### config.mk
export PLATFORM = sky130hd
export DESIGN_NAME = sclr_axis
export DESIGN_NICKNAME = d
export VERILOG_FILES = /design/src/rtl/sclr_pkg.sv /design/src/rtl/sclr_axis.sv
export SDC_FILE = /design/constraint.sdc
export NUM_CORES = 1
export LEC_CHECK = 0
export BUFFER_PORTS_ARGS = -buffer_cell sky130_fd_sc_hd__clkbuf_2
export CAP_MARGIN = 20
export CORE_MARGIN = 4
export CORE_UTILIZATION = 34
export DETAILED_ROUTE_END_ITERATION = 6
export PLACE_DENSITY = 0.8
export SYNTH_ARGS = -nofsm -noshare
export SYNTH_HDL_FRONTEND = slang
export SYNTH_SLANG_ARGS = --single-unit
### constraint.sdc
create_clock -name vclk -period 2.6
set_clock_uncertainty 0.05 [all_clocks]
set_input_delay 0.52 -clock vclk [all_inputs]
set_output_delay 0.52 -clock vclk [all_outputs]
set_load 0.03 [all_outputs]
### src/rtl/sclr_pkg.sv
`default_nettype none

package sclr_pkg;

  localparam int FRAC_BITS     = 16;
  localparam int WEIGHT_BITS   = FRAC_BITS + 1;
  localparam int RATIO_BITS    = 24;
  localparam int DIM_BITS      = 8;
  localparam int CFG_DATA_BITS = 24;

  localparam logic [DIM_BITS-1:0]    SRC_DIM_RST = 8'd128;
  localparam logic [RATIO_BITS-1:0]  RATIO_RST   = 24'h01_0000;
  localparam logic [WEIGHT_BITS-1:0] WEIGHT_ONE  = WEIGHT_BITS'(1) << FRAC_BITS;

  typedef enum logic [1:0] {
    CFG_SRC_WIDTH  = 2'd0,
    CFG_SRC_HEIGHT = 2'd1,
    CFG_RATIO_X    = 2'd2,
    CFG_RATIO_Y    = 2'd3
  } cfg_reg_e;

  typedef enum logic {
    CMD_LOAD  = 1'b0,
    CMD_QUERY = 1'b1
  } cmd_e;

  typedef struct packed {
    logic s3;
    logic s4;
    logic res;
  } blend_en_t;

endpackage

`default_nettype wire

### src/rtl/sclr_axis.sv
`default_nettype none

module sclr_axis #(
  parameter int POS_BITS = 34,
  parameter int IDX_BITS = 7
) (
  input  logic [POS_BITS-1:0]            pos_i,
  input  logic [IDX_BITS-1:0]            last_i,
  output logic [IDX_BITS-1:0]            c0_o,
  output logic [IDX_BITS-1:0]            c1_o,
  output logic [sclr_pkg::FRAC_BITS-1:0] frac_o
);
  import sclr_pkg::*;

  localparam int IntBits = POS_BITS - FRAC_BITS;
  localparam int CmpBits = (IntBits > IDX_BITS) ? IntBits : IDX_BITS;

  logic [CmpBits-1:0] int_ext;
  logic [CmpBits-1:0] last_ext;

  assign int_ext  = CmpBits'(pos_i[POS_BITS-1:FRAC_BITS]);
  assign last_ext = CmpBits'(last_i);
  assign frac_o   = pos_i[FRAC_BITS-1:0];

  always_comb begin
    if (int_ext > last_ext) begin
      c0_o = last_i;
    end else begin
      c0_o = IDX_BITS'(int_ext);
    end
    if (c0_o == last_i) begin
      c1_o = c0_o;
    end else begin
      c1_o = c0_o + IDX_BITS'(1);
    end
  end

endmodule

`default_nettype wire

==> impl_metrics.json <==
{
  "finalSetupViolCount": 14,
  "grt_max_degree": 9,
  "hold_buffers": 0,
  "p_int_uw": 96.6,
  "path_buf_inv": 4,
  "die_h_um": 53.4,
  "startpoint_type": "primary input",
  "leakagePower_uw": 0.000689,
  "maxSlewViolCount": 0,
  "syn-num-nets": 145,
  "min_path_type": "in -> out",
  "grt_util_all_layers_pct": 15.9,
  "fin_nets": 196,
  "post-route-period-util_pct": 117,
  "viasPerCell": 4.67,
  "ios": 71,
  "vias": 808,
  "crit_path_top_delay_cell": "or4b_4",
  "antenna_cells": 0,
  "irDropWorstVdd_mv": 0.0817,
  "synthTopCellsByArea": "buf_4 17%, xor2_1 14%, ha_1 13%, inv_1 7.0%, o21ai_1 6.4%",
  "critPathMaxStageDelay_ns": 0.49,
  "dieWidth_um": 53.4,
  "worst_pin_slew_ns": 0.342,
  "row_count": 16,
  "combPwrFrac_pct": 100.0,
  "wl_per_cell_um": 12.6,
  "floorplan.initialDensity_pct": 35.7,
  "swShare_pct": 50.4,
  "max_freq_ghz": 0.328,
  "synth_area_per_cell_sq_um": 7.22,
  "core_area_sq_um": 1960,
  "cp_data_arrival_time_ns": 2.48,
  "critPathMaxFanout": 8,
  "path_class": "in -> out",
  "p_sw_uw": 98.3,
  "nFillCells": 161,
  "grt_pass1_vias": 865,
  "synth_cells": 97,
  "synth_area_sq_um": 701,
  "yosysTopAreaCell": "buf_4",
  "layout_setup_ws_ns": -0.451,
  "ys_seq_area_share_pct": 0,
  "rsz0062_at_grt": "true",
  "seq_cell_count": 0,
  "wl_um": 2190,
  "synth_top_area_share_pct": 17.1,
  "dr.pass1.iters": 3,
  "synth_cell_type_count": 25,
  "violations": "setup timing",
  "slew_headroom_pct": 77.0,
  "clkbuf_count": 0,
  "design_area_sq_um": 1300,
  "end_kind": "output pin",
  "hold_violations": 0,
  "grt_pass1_wl_um": 3540,
  "drive_gt1_share_pct": 63.0,
  "grt_overflow_total": 0,
  "power_frac_clock_pct": 0,
  "cap_violations": 0,
  "yosys_warnings": 0,
  "gp_congestion": 0.755,
  "drtIter0Drc": 4,
  "area_growth_pct": 85.4,
  "pwr-share-seq_pct": 0,
  "multiInputGateArea_sq_um": 641,
  "detail-route-antenna-nets": 0,
  "status": "finished, violations left",
  "seq_area_sq_um": 0,
  "p_per_area_nw_per_um2": 150,
  "tns_ns": -5.20,
  "postPlaceCellArea_sq_um": 1080,
  "die_area_sq_um": 2850,
  "critical_path.top_delay_family": "simple AND/OR/NAND/NOR gates",
  "drc": 0,
  "hpwl_um": 1750,
  "fin_crit_ns": 3.05,
  "antenna_found_initial": 0,
  "crit_required_ns": 2.03,
  "portBuffers": 39,
  "path_cells": "clkbuf_16, inv_8, ha_4, or4b_4, nor3_4, a21o_1, o211ai_2, buf_6, a21oi_4, mux2_4, buf_8"
}
==> logic make-up after synthesis <==
family,share of synthesized area [%]
xor gates and xnor gates,15.0
adders and majority gates,12.5
muxes,6.43
buffers and inverters,26.4
and+or+nand+nor,21.6
AOI/OAI and AO/OA,18.0
==> final timing paths <==
| path | cells after the start | to | from | slack (ns) |
|---|---|---|---|---|
| max | 11 | c1_o[0] | last_i[6] | -0.45 |
| min | 0 | frac_o[11] | pos_i[11] | 0.99 |
==> power groups by stage <==
stage	sequential [uW]	combinational, uW	clock, uW
floorplan	0	138	0
global route	0	212	0
finish	0	195	0
detailed placement	0	166	0
CTS	0	189	0
global placement	0	163	0
==> routing by layer <==
layer | GRT usage, % | part of all wire, % | up-vias
li1 | - | - | 410
met1 | 17.2 | 36 | 364
met2 | 33.3 | 57 | 34
met3 | 1.97 | 7.6 | 0
met4 | 0.426 | 0 | 0
met5 | 0 | 0 | -
==> cell type report <==
cell class | instances | area share [%]
Inverter | 13 | 4.34
Multi-Input combinational cell | 66 | 49.3
Tap cell | 27 | 2.60
Timing Repair Buffer | 67 | 43.7
==> synthesized netlist by cell type, drive strengths merged <==
library cell,count
a211oi,2
a21o,3
a21oi,1
and3,2
buf,17
clkbuf,1
ha,7
inv,13
mux2,3
nand2,10
nand2b,2
nand3,4
nand4,1
nor2,1
nor3,1
nor4,4
o211ai,1
o21ai,11
or4b,1
xnor2,1
xor2,11
==> timing repair <==
item	in CTS	in global routing
setup buffers	2	2
hold endpoints to repair	0	0
endpoints found under the setup margin	14	14
gates resized for setup	35	13
pin swaps	2	4
==> cells in the final DEF, fill, tap and decap left out, types with 4 or more instances in the layout <==
master	netlist	final
o21ai_4	0	6
o21ai_2	0	5
ha_1	7	6
buf_6	1	7
nand2_1	10	8
buf_8	0	5
clkbuf_2	1	24
buf_4	16	23
xor2_1	11	11
nand3_1	4	4
inv_1	13	12
clkbuf_8	0	7
==> metrics by stage <==
step                      utilization [%]  power [uW]  setup WS (ns)  instances  hold slack, ns
final                                66.2         195         -0.451        173           0.990
after global routing                 66.2         212         -0.533        173           0.990
after CTS                            63.9         189         -0.500        171           0.990
after detailed placement             55.3         166         -0.532        169           0.990
after global placement               55.3         163         -0.475        169           0.990
after floorplan                         -         138         -0.144         97            1.12
Power figures use the tool's default switching activity.
