===== config.mk =====
export PLATFORM = sky130hd
export DESIGN_NAME = sclr_cfg
export DESIGN_NICKNAME = d
export VERILOG_FILES = /design/src/rtl/sclr_pkg.sv /design/src/rtl/sclr_cfg.sv
export SDC_FILE = /design/constraint.sdc
export NUM_CORES = 1
export LEC_CHECK = 0
export ABC_AREA = 1
export BUFFER_PORTS_ARGS = -buffer_cell sky130_fd_sc_hd__buf_2
export CELL_PAD_IN_SITES_DETAIL_PLACEMENT = 1
export CELL_PAD_IN_SITES_GLOBAL_PLACEMENT = 1
export CORE_ASPECT_RATIO = 0.6
export CORE_MARGIN = 5
export CORE_UTILIZATION = 37
export DETAILED_ROUTE_END_ITERATION = 7
export PLACE_DENSITY = 0.8
export RECOVER_POWER = 100
export SYNTH_ARGS = -nofsm -noshare
export SYNTH_HDL_FRONTEND = slang
export SYNTH_SLANG_ARGS = --single-unit

===== constraint.sdc =====
create_clock -name clk_i -period 1.6 [get_ports clk_i]
set_clock_uncertainty 0.1 [all_clocks]
set_input_delay 0.16 -clock clk_i [delete_from_list [all_inputs] [get_ports clk_i]]
set_output_delay 0.16 -clock clk_i [all_outputs]
set_load 0.05 [all_outputs]

===== src/rtl/sclr_pkg.sv =====
`default_nettype none

package sclr_pkg;

  localparam int FRAC_BITS     = 16;
  localparam int WEIGHT_BITS   = FRAC_BITS + 1;
  localparam int RATIO_BITS    = 24;
  localparam int DIM_BITS      = 8;
  localparam int CFG_DATA_BITS = 24;

  localparam logic [DIM_BITS-1:0]    SRC_DIM_RST = 8'd128;
  localparam logic [RATIO_BITS-1:0]  RATIO_RST   = 24'h01_0000;
  localparam logic [WEIGHT_BITS-1:0] WEIGHT_ONE  = WEIGHT_BITS'(1) << FRAC_BITS;

  typedef enum logic [1:0] {
    CFG_SRC_WIDTH  = 2'd0,
    CFG_SRC_HEIGHT = 2'd1,
    CFG_RATIO_X    = 2'd2,
    CFG_RATIO_Y    = 2'd3
  } cfg_reg_e;

  typedef enum logic {
    CMD_LOAD  = 1'b0,
    CMD_QUERY = 1'b1
  } cmd_e;

  typedef struct packed {
    logic s3;
    logic s4;
    logic res;
  } blend_en_t;

endpackage

`default_nettype wire


===== src/rtl/sclr_cfg.sv =====
`default_nettype none

module sclr_cfg #(
  parameter int  MAX_SRC_DIM = 128,
  localparam int IdxBits     = $clog2(MAX_SRC_DIM)
) (
  input  logic                                clk_i,
  input  logic                                rst_ni,
  input  logic                                cfg_valid_i,
  output logic                                cfg_ready_o,
  input  sclr_pkg::cfg_reg_e                  cfg_index_i,
  input  logic [sclr_pkg::CFG_DATA_BITS-1:0]  cfg_data_i,
  output logic [sclr_pkg::RATIO_BITS-1:0]     ratio_x_o,
  output logic [sclr_pkg::RATIO_BITS-1:0]     ratio_y_o,
  output logic [IdxBits-1:0]                  last_col_o,
  output logic [IdxBits-1:0]                  last_row_o
);
  import sclr_pkg::*;

  logic [DIM_BITS-1:0]   src_width_q;
  logic [DIM_BITS-1:0]   src_height_q;
  logic [RATIO_BITS-1:0] ratio_x_q;
  logic [RATIO_BITS-1:0] ratio_y_q;

  // A size of zero behaves as one, and one above the store behaves as the store size.
  function automatic logic [IdxBits-1:0] last_index(input logic [DIM_BITS-1:0] dim);
    logic [IdxBits-1:0] idx;
    if (dim == '0) begin
      idx = '0;
    end else if (int'(dim) > MAX_SRC_DIM) begin
      idx = IdxBits'(MAX_SRC_DIM - 1);
    end else begin
      idx = IdxBits'(dim - DIM_BITS'(1));
    end
    return idx;
  endfunction

  assign cfg_ready_o = 1'b1;

  always_ff @(posedge clk_i or negedge rst_ni) begin
    if (!rst_ni) begin
      src_width_q  <= SRC_DIM_RST;
      src_height_q <= SRC_DIM_RST;
      ratio_x_q    <= RATIO_RST;
      ratio_y_q    <= RATIO_RST;
    end else if (cfg_valid_i && cfg_ready_o) begin
      unique case (cfg_index_i)
        CFG_SRC_WIDTH:  src_width_q  <= cfg_data_i[DIM_BITS-1:0];
        CFG_SRC_HEIGHT: src_height_q <= cfg_data_i[DIM_BITS-1:0];
        CFG_RATIO_X:    ratio_x_q    <= cfg_data_i[RATIO_BITS-1:0];
        CFG_RATIO_Y:    ratio_y_q    <= cfg_data_i[RATIO_BITS-1:0];
        default:        ;
      endcase
    end
  end

  assign ratio_x_o  = ratio_x_q;
  assign ratio_y_o  = ratio_y_q;
  assign last_col_o = last_index(src_width_q);
  assign last_row_o = last_index(src_height_q);

endmodule

`default_nettype wire


==> metrics <==
share of cells above drive strength 1 0.379; pre-CTS setup slack -0.179 ns; worst rel slew slack 0.650; Ys Warns 0; io pins 92; Worst path max stage delay 0.36 ns; Core Box Area 7420 um2; maximum clock frequency 509 MHz; clk_lat worst skew 0.33 ns; GRT Util Overall 0.198; Worst path top cell family by delay buffers and inverters; sequential area share after synthesis 0.559; Die X 124 um; fin crit period 1.96 ns; fin crit share 1.23; syn avg cell area 8.90 um2; Worst setup EP type output port; fin util 0.571; top post-synthesis cells by count nand2_1 (84), dfrtp_1 (60), inv_1 (42), o21ai_0 (35), o21ai_1 (25); WS Path Type flop to output port; Top FF cell, synth dfrtp_1; top cell type by total area after synthesis dfrtp_1; CTS tree built; Clock power frac 0.272; max-cap viol count 0; Final Hold Vio Count 0; Post-synth EDFFs 0; slowest cell on the critical path dfrtp_1; Worst Path Max Fanout 3; Tightest Pin Transition 0.525 ns; drt first pass iters 4; first-pass GRT wire length 14.7 mm; Psw 2.75 mW; CP Buf/Inv Count 6; die area 9690 um2; Clk pin slew, worst setup/hold paths 0.05 ns; n_diodes 0; hold crit path type input port to flop; IO buf count 90; FFs w/ async S/R, synth 1.00; Mapped Cells 323; top-area cell type share of the netlist area 0.522; Slew Limit Fails 0; unrepaired setup endpoints after global routing yes; number of buffers created by CTS 9; Die Y 78.3 um; DR WL/cell 16.2 um; Initial Util 0.388; vias in the first global route 2872; Crit path arrival time 1.70 ns; Syn Std Cell Area 2880 um2; DRC violations left 0; H-tree depth 3; clock buffer depth 2; CP Cell Sequence inv_2 -> buf_4 -> buf_4 -> buf_4 -> nand2_1 -> nand2_1 -> nand2_1 -> inv_2 -> a21oi_4 -> buf_6; sw frac 0.415; final RePlAce weighted congestion 0.752; Crit path required time 1.34 ns; num rows 24; Setup crit start kind flop; final setup vio count 14; leak pwr 2.18 nW; failing checks negative setup slack; Max VDD drop 0.831 mV; Total Wirelength 9.09 mm; Gate power share 0.413; antenna violations before repair 0; main area contributors after synthesis dfrtp_1 (52%), nand2_1 (11%), o21ai_0 (6.1%); drt via density 4.70; Seq cells post-synth 64; Sink Count 64; largest net degree at the start of global routing 27; status finished, violations left; Synth cell types 25; setup ws final -0.364 ns; Clock Tree Root clkbuf_16; Final nets 485; Seq pwr share 0.315; most common cell in the netlist nand2_1; HPWL after DPL 6.57 mm; final setup TNS -4.59 ns; routed via count 2637; Routed Antenna Nets 0; PwrDens 1570 nW/um2; cell internal pwr 3.88 mW; GR Overflow Total 0; drt initial violations 137; Syn-to-layout area delta 47.2%; Design Power 6.63 mW; Mapped Nets 356
## cell usage in the layout (no fill, tap or decap)
cell            n
a21oi_2         3
ha_4            4
buf_8           1
buf_2          74
nor2_4          4
nand2_1        83
clkbuf_4        1
nand3b_1        1
o21ai_0        61
dfrtp_1        60
clkbuf_8        2
nor2_1          7
nand2_2         1
nand3_1         8
conb_1          1
dlygate4sd3_1   8
clkinv_2        1
clkbuf_2        2
o21ai_1         5
nand3_2         4
buf_12          4
o21ai_4         2
buf_4          20
clkbuf_16       9
nor2_2          4
inv_1          33
inv_2          11
dfstp_2         4
clkbuf_1       10
nand2_4         2
nand3_4         2
buf_6          15
xor2_1          1
xnor2_1         2
nand4_1         4
a21oi_4         3
## worst paths after layout
check / from / endpoint / slack (ns) / cells after the start
worst min-delay path: cfg_data_i[13] / ratio_y_o[13]$_DFFE_PN0P_ / 0.009 / 3
worst min register to register: ratio_x_o[12]$_DFFE_PN0P_ / ratio_x_o[12]$_DFFE_PN0P_ / 0.38 / 2
worst max register to register: src_width_q[7]$_DFFE_PN1P_ / src_width_q[7]$_DFFE_PN1P_ / 0.57 / 2
max in group asynchronous: rst_ni / ratio_x_o[16]$_DFFE_PN1P_ / 0.56 / 3
min in group asynchronous: rst_ni / ratio_y_o[11]$_DFFE_PN0P_ / 0.24 / 2
worst max-delay path: src_height_q[0]$_DFFE_PN0P_ / last_row_o[3] / -0.36 / 10
## metrics by stage
step	instance area [um2]	instances	hold slack [ns]
floorplan	2950	323	-0.236
global placement	3700	531	0.0336
detailed placement	3700	531	0.0375
CTS	4230	559	0.00128
global route	4230	561	0.0131
finish	4230	561	0.00939
## flip-flops by register name, summed over array words and instances (netlist names)
name and count:
ratio_x_o 24, ratio_y_o 24, src_height_q 8, src_width_q 8
## cell type report
type,instances,area (um2)
fill,882,3190
sequential,64,1610
multi-input combinational,202,1150
timing repair buffer,131,905
clock buffer,15,268
inverter,44,165
tap,104,130
clock inverter,1,5.00
## layer usage
metal  track usage  part of all wire  vias to the layer above
met5             0                 0                        -
met4        0.0398            0.0057                        0
met3        0.0690             0.069                        5
met2         0.333              0.49                       68
met1         0.247              0.44                     1286
li1              -                 -                     1278
## power by group through the flow
stage,clock [mW],combinational [mW],sequential [mW]
final,1.81,2.74,2.09
after global routing,1.94,2.93,2.12
after CTS,1.85,2.73,2.08
after detailed placement,0,2.48,2.09
after global placement,0,2.41,2.08
after floorplan,0,1.07,2.77
## timing repair
action | CTS | global route
setup buffers | 4 | 2
endpoints found under the setup margin | 14 | 14
hold endpoints to repair | 25 | 0
hold buffers | 8 | 0
gates resized for setup | 48 | 11
pin swaps | 5 | 2
## logic make-up after synthesis
kind of cell / after synthesis / share of synthesized area
xor+xnor: 3 / 0.00914
flops: 64 / 0.559
fa+ha+maj: 4 / 0.0174
simple gates: 120 / 0.181
other cells: 1 / 0.00130
compound gates: 74 / 0.139
buf+inv: 57 / 0.0927
## worst register-to-register path: cells and delay by family (launching register included)
family / cells / cell delay [ns]
flops: 1 / 0.59
compound gates: 1 / 0.15
simple gates: 1 / 0.09
No activity file was read; power rests on OpenSTA's default activity.
